<file path="src/hw/rtl/sei_timecode_scanner_core_defines.svh">
// Assertion macros for the SEI timecode scanner core.
`ifndef SEI_TIMECODE_SCANNER_CORE_DEFINES_SVH
`define SEI_TIMECODE_SCANNER_CORE_DEFINES_SVH
`ifndef ASSERT_OFF
// Same-cycle implication, checked at every rising clock edge outside reset.
`define SEITS_ASSERT_IMPL(label, clk, rst, ante, cons) \
   label: assert property (@(posedge clk) disable iff (rst) (ante) |-> (cons)) \
      else $error("seits: implication check failed");
// Next-cycle implication.
`define SEITS_ASSERT_NEXT(label, clk, rst, ante, cons) \
   label: assert property (@(posedge clk) disable iff (rst) (ante) |=> (cons)) \
      else $error("seits: next-cycle check failed");
`else
`define SEITS_ASSERT_IMPL(label, clk, rst, ante, cons)
`define SEITS_ASSERT_NEXT(label, clk, rst, ante, cons)
`endif
`endif

</file>
<file path="src/hw/rtl/seits_pkg.sv">
// Shared types, constants and helpers for the SEI timecode scanner.
`timescale 1ns / 1ps
`default_nettype none
package seits_pkg;

   // Counter width (8 to 64); outputs carry the low 32 bits.
   localparam int COUNT_WIDTH = 32;
   localparam logic [COUNT_WIDTH-1:0] COUNT_MAX = '1;

   localparam int WIN_DEPTH = 32;
   localparam int ID_LEN    = 16;
   localparam int ID_BASE   = 4;    // first identifier byte in the window
   localparam int PAY_BASE  = 20;   // first payload byte in the window

   localparam logic [7:0] FILL_BYTE = 8'hff;

   localparam logic [7:0] HDR_AVC  [3] = '{8'h06, 8'h05, 8'h1c};
   localparam logic [7:0] HDR_HEVC [4] = '{8'h4e, 8'h01, 8'h05, 8'h1c};

   localparam logic [7:0] ID_AVC [ID_LEN] = '{
      8'h4d, 8'h49, 8'h53, 8'h50, 8'h6d, 8'h69, 8'h63, 8'h72,
      8'h6f, 8'h73, 8'h65, 8'h63, 8'h74, 8'h69, 8'h6d, 8'h65};
   localparam logic [7:0] ID_HEVC [ID_LEN] = '{
      8'ha8, 8'h68, 8'h7d, 8'hd4, 8'hd7, 8'h59, 8'h37, 8'h58,
      8'ha5, 8'hce, 8'hf0, 8'h33, 8'h8b, 8'h65, 8'h45, 8'hf1};

   // Result kinds.
   localparam logic KIND_FRAME   = 1'b0;
   localparam logic KIND_SUMMARY = 1'b1;

   // Codec codes.
   localparam logic CODEC_AVC  = 1'b0;
   localparam logic CODEC_HEVC = 1'b1;

   // Result queue depth, power of two.
   localparam int QUEUE_DEPTH = 4;
   localparam int QPTR_W      = $clog2(QUEUE_DEPTH);

   // Index 0 is the oldest byte, WIN_DEPTH-1 the newest.
   typedef logic [WIN_DEPTH-1:0][7:0] window_type;

   typedef struct packed {
      logic        found;
      logic        hevc;
      logic [63:0] stamp;
      logic [7:0]  status;
   } match_type;

   typedef struct packed {
      logic        kind;
      logic [63:0] time_us;
      logic [63:0] first_time_us;
      logic [7:0]  status_byte;
      logic        lock_unknown;
      logic        codec;
      logic        went_backwards;
      logic [31:0] frame_count;
      logic [31:0] backwards_count;
      logic        last_of_run;
   } result_type;

   function automatic logic [31:0] count_to_out(input logic [COUNT_WIDTH-1:0] c);
      logic [63:0] wide;
      wide = 64'(c);
      return wide[31:0];
   endfunction

endpackage
`default_nettype wire

</file>
<file path="src/hw/rtl/seits_if.sv">
// Request and response channel interfaces of the SEI timecode scanner.
`timescale 1ns / 1ps
`default_nettype none
interface seits_req_if;
   logic       valid;
   logic       ready;
   logic [7:0] data_byte;
   logic       end_of_file;

   modport source (output valid, output data_byte, output end_of_file, input ready);
   modport sink   (input valid, input data_byte, input end_of_file, output ready);
endinterface

interface seits_rsp_if;
   logic        valid;
   logic        ready;
   logic        kind;
   logic [63:0] time_us;
   logic [63:0] first_time_us;
   logic [7:0]  status_byte;
   logic        lock_unknown;
   logic        codec;
   logic        went_backwards;
   logic [31:0] frame_count;
   logic [31:0] backwards_count;
   logic        last_of_run;

   modport source (output valid, output kind, output time_us, output first_time_us,
                   output status_byte, output lock_unknown, output codec,
                   output went_backwards, output frame_count, output backwards_count,
                   output last_of_run, input ready);
   modport sink   (input valid, input kind, input time_us, input first_time_us,
                   input status_byte, input lock_unknown, input codec,
                   input went_backwards, input frame_count, input backwards_count,
                   input last_of_run, output ready);
endinterface
`default_nettype wire

</file>
<file path="src/hw/rtl/seits_match.sv">
// Header, identifier and payload compare over the byte window.
`timescale 1ns / 1ps
`default_nettype none
module seits_match (
   input  var seits_pkg::window_type window_bytes,
   output var seits_pkg::match_type  result
);

   logic avc_hit;
   logic hevc_hit;
   logic fill_ok;
   logic [7:0] pay [12];

   always_comb begin
      avc_hit  = 1'b1;
      hevc_hit = 1'b1;
      for (int i = 0; i < seits_pkg::ID_LEN; i++) begin
         if (window_bytes[seits_pkg::ID_BASE + i] != seits_pkg::ID_AVC[i]) begin
            avc_hit = 1'b0;
         end
         if (window_bytes[seits_pkg::ID_BASE + i] != seits_pkg::ID_HEVC[i]) begin
            hevc_hit = 1'b0;
         end
      end
      // Both headers end right before the identifier; the H.265 header starts one byte earlier.
      for (int i = 0; i < 3; i++) begin
         if (window_bytes[1 + i] != seits_pkg::HDR_AVC[i]) begin
            avc_hit = 1'b0;
         end
      end
      for (int i = 0; i < 4; i++) begin
         if (window_bytes[i] != seits_pkg::HDR_HEVC[i]) begin
            hevc_hit = 1'b0;
         end
      end
      hevc_hit = hevc_hit & ~avc_hit;

      for (int i = 0; i < 12; i++) begin
         pay[i] = window_bytes[seits_pkg::PAY_BASE + i];
      end
      fill_ok = (pay[3] == seits_pkg::FILL_BYTE) && (pay[6] == seits_pkg::FILL_BYTE) &&
                (pay[9] == seits_pkg::FILL_BYTE);

      result.found  = (avc_hit | hevc_hit) & fill_ok;
      result.hevc   = hevc_hit;
      result.stamp  = {pay[1], pay[2], pay[4], pay[5], pay[7], pay[8], pay[10], pay[11]};
      result.status = pay[0];
   end

endmodule
`default_nettype wire

</file>
<file path="src/hw/rtl/seits_queue.sv">
// Small result queue: up to two pushes and one pop per cycle.
`timescale 1ns / 1ps
`default_nettype none
module seits_queue (
   input  var logic                   clock,
   input  var logic                   reset,
   input  var logic [1:0]             push_n,
   input  var seits_pkg::result_type  push0,
   input  var seits_pkg::result_type  push1,
   output var logic                   room,
   input  var logic                   pop,
   output var logic                   nonempty,
   output var seits_pkg::result_type  head
);

   localparam int CNT_W = seits_pkg::QPTR_W + 1;

   seits_pkg::result_type mem_ff [seits_pkg::QUEUE_DEPTH];

   logic [seits_pkg::QPTR_W-1:0] wr_ptr_ff, wr_ptr_in;
   logic [seits_pkg::QPTR_W-1:0] rd_ptr_ff, rd_ptr_in;
   logic [CNT_W-1:0]             count_ff, count_in;
   logic [seits_pkg::QPTR_W-1:0] wr_ptr_next;

   assign wr_ptr_next = wr_ptr_ff + seits_pkg::QPTR_W'(1);
   assign wr_ptr_in   = wr_ptr_ff + seits_pkg::QPTR_W'(push_n);
   assign rd_ptr_in   = rd_ptr_ff + seits_pkg::QPTR_W'(pop);
   assign count_in    = count_ff + CNT_W'(push_n) - CNT_W'(pop);

   // Room for a two-result request, judged from the registered count only.
   assign room     = count_ff <= CNT_W'(seits_pkg::QUEUE_DEPTH - 2);
   assign nonempty = count_ff != '0;
   assign head     = mem_ff[rd_ptr_ff];

   always_ff @(posedge clock) begin
      if (push_n != 2'd0) begin
         mem_ff[wr_ptr_ff] <= push0;
      end
      if (push_n == 2'd2) begin
         mem_ff[wr_ptr_next] <= push1;
      end
   end

   always_ff @(posedge clock) begin
      if (reset) begin
         wr_ptr_ff <= '0;
         rd_ptr_ff <= '0;
         count_ff  <= '0;
      end else begin
         wr_ptr_ff <= wr_ptr_in;
         rd_ptr_ff <= rd_ptr_in;
         count_ff  <= count_in;
      end
   end

endmodule
`default_nettype wire

</file>
<file path="src/hw/rtl/sei_timecode_scanner_core.sv">
// Top level of the SEI timecode scanner: byte window, statistics and result queue.
// Throughput: one request (byte) per cycle while the result queue has room; a byte that
//   yields both a frame report and the summary puts two results on the response side.
// Path: a result passes the window register, then match and statistics into the
//   result queue, from which it is presented.
// Reset (synchronous, active high) clears the window, counters, stamps, queue and
//   the report_each_frame register.
`timescale 1ns / 1ps
`default_nettype none
`include "sei_timecode_scanner_core_defines.svh"
module sei_timecode_scanner_core (
   input  var logic  clock,
   input  var logic  reset,
   seits_req_if.sink   req_bus,
   seits_rsp_if.source rsp_bus,
   input  var logic  csr_write_enable,
   input  var logic  csr_write_data
);

   localparam int CW = seits_pkg::COUNT_WIDTH;

   // ---------------------------------------------------------------------------
   // Configuration
   // ---------------------------------------------------------------------------
   logic report_ff, report_in;

   assign report_in = csr_write_enable ? csr_write_data : report_ff;

   // ---------------------------------------------------------------------------
   // Stage A: sliding byte window. The window register doubles as the input
   // register of the match stage; it only moves when it holds no request or stage B consumes it.
   // ---------------------------------------------------------------------------
   seits_pkg::window_type window_ff, window_in;
   logic a_valid_ff, a_valid_in;
   logic a_eof_ff,   a_eof_in;
   logic clear_pend_ff, clear_pend_in;   // previous request closed a file
   logic req_fire;
   logic b_fire;
   logic q_room;

   assign b_fire         = a_valid_ff & q_room;
   assign req_bus.ready  = ~a_valid_ff | b_fire;
   assign req_fire       = req_bus.valid & req_bus.ready;

   always_comb begin
      window_in     = window_ff;
      a_eof_in      = a_eof_ff;
      clear_pend_in = clear_pend_ff;
      a_valid_in    = a_valid_ff & ~b_fire;
      if (req_fire) begin
         // After end of file the window restarts from zeros.
         for (int i = 0; i < seits_pkg::WIN_DEPTH - 1; i++) begin
            window_in[i] = clear_pend_ff ? 8'h00 : window_ff[i + 1];
         end
         window_in[seits_pkg::WIN_DEPTH - 1] = req_bus.data_byte;
         a_eof_in      = req_bus.end_of_file;
         clear_pend_in = req_bus.end_of_file;
         a_valid_in    = 1'b1;
      end
   end

   // ---------------------------------------------------------------------------
   // Stage B: pattern match, statistics update, results into the queue.
   // ---------------------------------------------------------------------------
   seits_pkg::match_type mt;

   seits_match u_match (
      .window_bytes (window_ff),
      .result       (mt)
   );

   logic [CW-1:0] found_ff, found_in;
   logic [CW-1:0] rev_ff,   rev_in;
   logic [63:0]   first_ff, first_in;
   logic [63:0]   prev_ff,  prev_in;

   logic [CW-1:0] found_upd, rev_upd;
   logic [63:0]   first_upd, prev_upd;
   logic          back;
   logic          frame_hit;
   logic          sum_hit;

   seits_pkg::result_type frame_res, sum_res, slot0;
   logic [1:0] push_n;

   always_comb begin
      // First find only sets the first stamp; it never counts as backwards.
      back      = mt.found && (found_ff != '0) && (mt.stamp < prev_ff);
      first_upd = (mt.found && found_ff == '0) ? mt.stamp : first_ff;
      prev_upd  = mt.found ? mt.stamp : prev_ff;
      found_upd = (mt.found && found_ff != seits_pkg::COUNT_MAX) ?
                  found_ff + CW'(1) : found_ff;
      rev_upd   = (back && rev_ff != seits_pkg::COUNT_MAX) ? rev_ff + CW'(1) : rev_ff;

      frame_hit = b_fire & mt.found & report_ff;
      sum_hit   = b_fire & a_eof_ff;

      frame_res.kind            = seits_pkg::KIND_FRAME;
      frame_res.time_us         = mt.stamp;
      frame_res.first_time_us   = first_upd;
      frame_res.status_byte     = mt.status;
      frame_res.lock_unknown    = mt.status[7];
      frame_res.codec           = mt.hevc ? seits_pkg::CODEC_HEVC : seits_pkg::CODEC_AVC;
      frame_res.went_backwards  = back;
      frame_res.frame_count     = seits_pkg::count_to_out(found_upd);
      frame_res.backwards_count = seits_pkg::count_to_out(rev_upd);
      frame_res.last_of_run     = ~a_eof_ff;

      sum_res.kind            = seits_pkg::KIND_SUMMARY;
      sum_res.time_us         = prev_upd;
      sum_res.first_time_us   = first_upd;
      sum_res.status_byte     = 8'h00;
      sum_res.lock_unknown    = 1'b0;
      sum_res.codec           = seits_pkg::CODEC_AVC;
      sum_res.went_backwards  = rev_upd != '0;
      sum_res.frame_count     = seits_pkg::count_to_out(found_upd);
      sum_res.backwards_count = seits_pkg::count_to_out(rev_upd);
      sum_res.last_of_run     = 1'b1;

      slot0  = frame_hit ? frame_res : sum_res;
      push_n = {1'b0, frame_hit} + {1'b0, sum_hit};

      found_in = found_ff;
      rev_in   = rev_ff;
      first_in = first_ff;
      prev_in  = prev_ff;
      if (b_fire) begin
         if (a_eof_ff) begin
            // Summary sent: statistics start over for the next file.
            found_in = '0;
            rev_in   = '0;
            first_in = '0;
            prev_in  = '0;
         end else begin
            found_in = found_upd;
            rev_in   = rev_upd;
            first_in = first_upd;
            prev_in  = prev_upd;
         end
      end
   end

   // ---------------------------------------------------------------------------
   // Result queue: decouples the response side so requests keep flowing.
   // ---------------------------------------------------------------------------
   seits_pkg::result_type head;
   logic q_nonempty;
   logic rsp_fire;

   assign rsp_fire = rsp_bus.valid & rsp_bus.ready;

   seits_queue u_queue (
      .clock    (clock),
      .reset    (reset),
      .push_n   (push_n),
      .push0    (slot0),
      .push1    (sum_res),
      .room     (q_room),
      .pop      (rsp_fire),
      .nonempty (q_nonempty),
      .head     (head)
   );

   assign rsp_bus.valid           = q_nonempty;
   assign rsp_bus.kind            = head.kind;
   assign rsp_bus.time_us         = head.time_us;
   assign rsp_bus.first_time_us   = head.first_time_us;
   assign rsp_bus.status_byte     = head.status_byte;
   assign rsp_bus.lock_unknown    = head.lock_unknown;
   assign rsp_bus.codec           = head.codec;
   assign rsp_bus.went_backwards  = head.went_backwards;
   assign rsp_bus.frame_count     = head.frame_count;
   assign rsp_bus.backwards_count = head.backwards_count;
   assign rsp_bus.last_of_run     = head.last_of_run;

   // ---------------------------------------------------------------------------
   // Registers
   // ---------------------------------------------------------------------------
   always_ff @(posedge clock) begin
      if (reset) begin
         report_ff     <= 1'b0;
         window_ff     <= '0;
         a_valid_ff    <= 1'b0;
         a_eof_ff      <= 1'b0;
         clear_pend_ff <= 1'b0;
         found_ff      <= '0;
         rev_ff        <= '0;
         first_ff      <= '0;
         prev_ff       <= '0;
      end else begin
         report_ff     <= report_in;
         window_ff     <= window_in;
         a_valid_ff    <= a_valid_in;
         a_eof_ff      <= a_eof_in;
         clear_pend_ff <= clear_pend_in;
         found_ff      <= found_in;
         rev_ff        <= rev_in;
         first_ff      <= first_in;
         prev_ff       <= prev_in;
      end
   end

   // ---------------------------------------------------------------------------
   // Checks
   // ---------------------------------------------------------------------------
   // A summary always closes its request's run of results.
   `SEITS_ASSERT_IMPL(a_summary_last, clock, reset,
      rsp_bus.valid && rsp_bus.kind == seits_pkg::KIND_SUMMARY, rsp_bus.last_of_run)
   // A frame report always counts at least its own find.
   `SEITS_ASSERT_IMPL(a_frame_counted, clock, reset,
      rsp_bus.valid && rsp_bus.kind == seits_pkg::KIND_FRAME, rsp_bus.frame_count != 32'd0)
   // Statistics are clear right after a summary is queued.
   `SEITS_ASSERT_NEXT(a_eof_clears, clock, reset, sum_hit,
      found_ff == '0 && rev_ff == '0 && prev_ff == 64'd0 && first_ff == 64'd0)
   // Nothing is queued unless stage B actually consumed a request.
   `SEITS_ASSERT_IMPL(a_push_needs_fire, clock, reset, push_n != 2'd0, b_fire)

endmodule
`default_nettype wire
</file>
<file path="src/flat_wrapper.sv">
// flat-port wrapper written by rule: the top's interface ports become plain ports
module sei_timecode_scanner_core_flat 
  (clock, reset, csr_write_enable, csr_write_data, req_bus_valid, req_bus_data_byte, req_bus_end_of_file, req_bus_ready, rsp_bus_valid, rsp_bus_kind, rsp_bus_time_us, rsp_bus_first_time_us, rsp_bus_status_byte, rsp_bus_lock_unknown, rsp_bus_codec, rsp_bus_went_backwards, rsp_bus_frame_count, rsp_bus_backwards_count, rsp_bus_last_of_run, rsp_bus_ready);
  seits_req_if req_bus_i ();
  seits_rsp_if rsp_bus_i ();
  input  var logic clock;
  input  var logic reset;
  input  var logic csr_write_enable;
  input  var logic csr_write_data;
  input wire logic [$bits(req_bus_i.valid)-1:0] req_bus_valid;
  input wire logic [$bits(req_bus_i.data_byte)-1:0] req_bus_data_byte;
  input wire logic [$bits(req_bus_i.end_of_file)-1:0] req_bus_end_of_file;
  output wire logic [$bits(req_bus_i.ready)-1:0] req_bus_ready;
  output wire logic [$bits(rsp_bus_i.valid)-1:0] rsp_bus_valid;
  output wire logic [$bits(rsp_bus_i.kind)-1:0] rsp_bus_kind;
  output wire logic [$bits(rsp_bus_i.time_us)-1:0] rsp_bus_time_us;
  output wire logic [$bits(rsp_bus_i.first_time_us)-1:0] rsp_bus_first_time_us;
  output wire logic [$bits(rsp_bus_i.status_byte)-1:0] rsp_bus_status_byte;
  output wire logic [$bits(rsp_bus_i.lock_unknown)-1:0] rsp_bus_lock_unknown;
  output wire logic [$bits(rsp_bus_i.codec)-1:0] rsp_bus_codec;
  output wire logic [$bits(rsp_bus_i.went_backwards)-1:0] rsp_bus_went_backwards;
  output wire logic [$bits(rsp_bus_i.frame_count)-1:0] rsp_bus_frame_count;
  output wire logic [$bits(rsp_bus_i.backwards_count)-1:0] rsp_bus_backwards_count;
  output wire logic [$bits(rsp_bus_i.last_of_run)-1:0] rsp_bus_last_of_run;
  input wire logic [$bits(rsp_bus_i.ready)-1:0] rsp_bus_ready;
  assign req_bus_i.valid = req_bus_valid;
  assign req_bus_i.data_byte = req_bus_data_byte;
  assign req_bus_i.end_of_file = req_bus_end_of_file;
  assign req_bus_ready = req_bus_i.ready;
  assign rsp_bus_valid = rsp_bus_i.valid;
  assign rsp_bus_kind = rsp_bus_i.kind;
  assign rsp_bus_time_us = rsp_bus_i.time_us;
  assign rsp_bus_first_time_us = rsp_bus_i.first_time_us;
  assign rsp_bus_status_byte = rsp_bus_i.status_byte;
  assign rsp_bus_lock_unknown = rsp_bus_i.lock_unknown;
  assign rsp_bus_codec = rsp_bus_i.codec;
  assign rsp_bus_went_backwards = rsp_bus_i.went_backwards;
  assign rsp_bus_frame_count = rsp_bus_i.frame_count;
  assign rsp_bus_backwards_count = rsp_bus_i.backwards_count;
  assign rsp_bus_last_of_run = rsp_bus_i.last_of_run;
  assign rsp_bus_i.ready = rsp_bus_ready;
  sei_timecode_scanner_core u_core (.clock(clock), .reset(reset), .req_bus(req_bus_i), .rsp_bus(rsp_bus_i), .csr_write_enable(csr_write_enable), .csr_write_data(csr_write_data));
endmodule
</file>
<file path="config.mk">
export PLATFORM = sky130hd
export DESIGN_NAME = sei_timecode_scanner_core_flat
export DESIGN_NICKNAME = d
export VERILOG_FILES = /design/src/hw/rtl/seits_pkg.sv /design/src/hw/rtl/seits_if.sv /design/src/hw/rtl/seits_match.sv /design/src/hw/rtl/seits_queue.sv /design/src/hw/rtl/sei_timecode_scanner_core.sv /design/src/flat_wrapper.sv
export VERILOG_INCLUDE_DIRS = /design/src /design/src/hw/rtl
export SDC_FILE = /design/constraint.sdc
export NUM_CORES = 2
export LEC_CHECK = 0
export BUFFER_PORTS_ARGS = -buffer_cell sky130_fd_sc_hd__buf_2
export CELL_PAD_IN_SITES_DETAIL_PLACEMENT = 0
export CELL_PAD_IN_SITES_GLOBAL_PLACEMENT = 1
export CORE_MARGIN = 4
export CORE_UTILIZATION = 45
export DETAILED_ROUTE_END_ITERATION = 6
export PLACE_DENSITY = 0.77
export SLEW_MARGIN = 10
export SYNTH_ARGS = -nofsm -noshare
export SYNTH_HDL_FRONTEND = slang
export SYNTH_SLANG_ARGS = --single-unit
</file>
<file path="constraint.sdc">
create_clock -name clock -period 6.8 [get_ports clock]
set_input_delay 1.36 -clock clock [delete_from_list [all_inputs] [get_ports clock]]
set_output_delay 1.36 -clock clock [all_outputs]
set_load 0.03 [all_outputs]
</file>
==> results.md <==
* Final setup TNS at 0 ns
* Fin nets at between 5000 and 6000
* Fin util at 51.0%
* Tot Pwr at roughly 19000 uW
* R2R Path Start: u_core.window_ff[63]
* Final setup viols at 0
* Worst-Margin Slew at 1.10 ns
* Syn Inst Count at ~5100
* Pleak at 0.0205 uW
* Slowest cell on the critical path: clkinvlp_4
* Die Ht at approximately 360 um
* Yosys top cell area share at 41.2%
* Grt ovf at 0
* Vias/cell at roughly 5.7
* Routed WL at 155000 um
* Largest delay share family, worst path: simple AND/OR/NAND/NOR gates
* CP max FO at 52
* Drt wl/cell at around 22 um
* Mapped Area at ~0.056 sq mm
* CP peak stage delay at about 0.68 ns
* Synth unique cells at between 70 and 80
* Final WS setup at 1.52 ns
* Initial antenna violation count at 7
* Tmin final at between 5 and 6 ns
* Worst skew pair latency at between 0.7 and 0.8 ns
* Clk sink count at ~1300
* CP Launch Type: register
* RSZ-0062 raised after global routing: no
* CP bufs+invs at 3
* Fmax at 190 MHz
* Place WS at around 1.6 ns
* Yosys warnings at 0
* Area Overhead vs Synth at 12.4%
* Core Footprint at around 0.12 sq mm
* GRT met2 Usage at between 30% and 40%
* WHS at about 0.45 ns
* Maximum VDD drop at 0.261 mV
* Met1 usage at between 30% and 40%
* Fin. Hold Viols at 0
* WHS Path Cells at 2
* Synthesized area per cell at 11.0 sq um
* Hold Crit Start: u_core.window_ff[7]
* Status: completed
* Post-CTS setup buffers at 0
* FF+latch count, synth at roughly 1300
* CTS Buf Count at around 140
* Yosys top cell by area: edfxtp_1
* Final GP Congestion at between 0.8 and 0.9
* GRT busiest layer: met2
* Clk buf depth at 3
* R2R setup slack at 1.52 ns
* DR DRC count at 0
* Detail Route Antenna Nets at 0
* Number of synthesized flops with an enable pin at between 700 and 800
* Worst Reg-to-Reg Cells at 12
* Slew margin rel. at 26.6%
* Clock Tree Root: clkbuf_16
* DR pass1 iterations at 6
* Crit end category: register
* Slew Limit Fails at 0
* I/O Pins at roughly 220
* Starting Density at between 40% and 50%
* Worst Path Arrival at 5.68 ns
* Pwr/cell area at approximately 300 mW/mm^2
* FP Rows at 129
* Max-cap violation count at 0
* Worst clock skew at between 0.02 and 0.03 ns
* Final HPWL DP at approximately 92000 um
* CTS tree: yes
* Cell with the most instances after synthesis: nor2_1
* Worst Hold Path EP: u_core.window_ff[7]
* Sequential-to-total area share from yosys stat at roughly three fifths
* H-Tree Depth at 4
* Synth area leaders: edfxtp_1, dfxtp_1, mux4_2
* Req. time, crit path at around 7.2 ns
* GRT Total Usage at between 20% and 30%
* Global-route wire length before repair at approximately 240000 um
* Stages on the worst setup path at 12
* Initial DRC Count at a little under 4000
* Grt met3 use at around 3.5%
* Vias at slightly below 40000
* Layout cells sized above 1 at between 10% and 20%
* Worst Setup Path Type: register to register
* Post-synth top cells: nor2_1, edfxtp_1, nand2_1
* Port Buffers at 221
* Vias in the first global route at between 30000 and 40000
* Hold_buf cts at 0
* Chip Width at roughly 360 um
* R2r endpoint: u_core.u_queue.mem_ff[3][92]
* Critical Path, Cell by Cell: nand4b_1, nor4_1, nand4_1, or4_4, a21oi_1, and3_1, inv_1, ha_1, nand3b_1, and2_4, clkinvlp_4, buf_12
* Die area at 0.131 sq mm
* Part of the cycle the worst path needs at 77.6%
* Pin count of the biggest net entering global routing at slightly above 200
* Ys async rst share at 0%
* Clk slew on worst S/H paths at ~0.060 ns
* Post-CTS sizing at 0
* Hold WC Path Type: register to register
* Main flop type after synthesis: edfxtp_1
* Post-Syn Nets at slightly above 5000
-- state kept, by name, summed over array words and instances (netlist names) --
name                      flops
u_core.report_ff              1
u_core.prev_ff               64
u_core.first_ff              64
u_core.u_queue.wr_ptr_ff      2
u_core.window_ff            256
u_core.rev_ff                32
u_core.found_ff              32
u_core.a_eof_ff               1
u_core.a_valid_ff             1
u_core.u_queue.count_ff       3
u_core.u_queue.mem_ff       816
u_core.u_queue.rd_ptr_ff      2
-- metal layers --
metal  up-vias  share of wire [%]
met1     20000                 46
li1      18300                  -
met2      1129                 47
met3       165                5.5
met5         -              0.017
met4         4                1.6
-- placed cells by master (no fill, tap or decap), types with 9 or more instances in the layout --
master / n
a21boi_0: 97
clkinv_2: 13
a21oi_1: 541
buf_12: 23
xnor2_1: 32
dfxtp_1: 499
a22oi_1: 37
nor2_1: 1006
buf_4: 28
nand4_1: 67
clkbuf_16: 144
nor4_1: 36
inv_1: 85
clkinv_1: 25
buf_2: 220
or3_1: 21
edfxtp_1: 772
and3_1: 26
nor4bb_1: 15
nor4b_1: 13
a2bb2oi_1: 9
clkbuf_8: 16
o21ai_0: 79
nand4b_1: 14
ha_1: 73
nand3_1: 42
clkbuf_1: 33
and2_1: 12
nand3b_1: 252
nand2_1: 577
nor3_1: 15
mux4_2: 204
nor2b_1: 12
xor2_1: 40
mux2i_1: 40
-- where the power goes --
| group | leakage, uW | switching (uW) | internal [uW] |
|---|---|---|---|
| Sequential | 0.0120 | 120 | 8170 |
| Clock | 0.00219 | 3090 | 4370 |
| Combinational | 0.00634 | 2110 | 1160 |
-- cell type report --
type	instances	area [sq um]
fillers	11000	60700
diodes	1	2.50
flip-flops and latches	1274	33200
clock inverters	60	556
repair buffers	272	1790
well taps	1637	2050
multi-input cells	3365	21300
clock buffers	193	3950
inverters	89	349
-- through the flow --
step                      area, sq um  cells
after global routing            63200   6890
final                           63200   6891
after CTS                       63200   6890
after floorplan                 56300   5110
after global placement          58700   6637
after detailed placement        58700   6637
-- tightest hold or removal path, stage by stage (launching register included) --
cell and delay (ns):
dfxtp_1 0.31, nand2_1 0.05, a21oi_1 0.05
-- worst max path at each step --
stage,start,endpoint,slack (ns)
final,u_core.window_ff[63],u_core.u_queue.mem_ff[3][92],1.52
after detailed placement,u_core.window_ff[32],u_core.u_queue.mem_ff[2][83],1.60
after global placement,u_core.window_ff[63],u_core.u_queue.mem_ff[3][83],1.55
after floorplan,u_core.window_ff[36],u_core.u_queue.mem_ff[3][12],1.35
after global routing,u_core.window_ff[63],u_core.u_queue.mem_ff[1][122],1.16
after CTS,u_core.window_ff[39],u_core.u_queue.mem_ff[2][90],1.61
-- kinds of logic (layout without fill, tap and decap cells) --
family,count (synthesis),count (layout),share of synthesized area [%]
other,0,1,0
adder cells (fa/ha/maj),74,74,1.66
XOR/XNOR,72,72,1.12
buffers and inverters,471,614,3.19
flip-flops,1274,1274,59.1
AND/OR/NAND/NOR,2168,2168,18.0
multiplexers,244,244,8.88
AO/OA/AOI/OAI,807,807,8.09
Note: power is estimated with default switching activity, not from simulation.
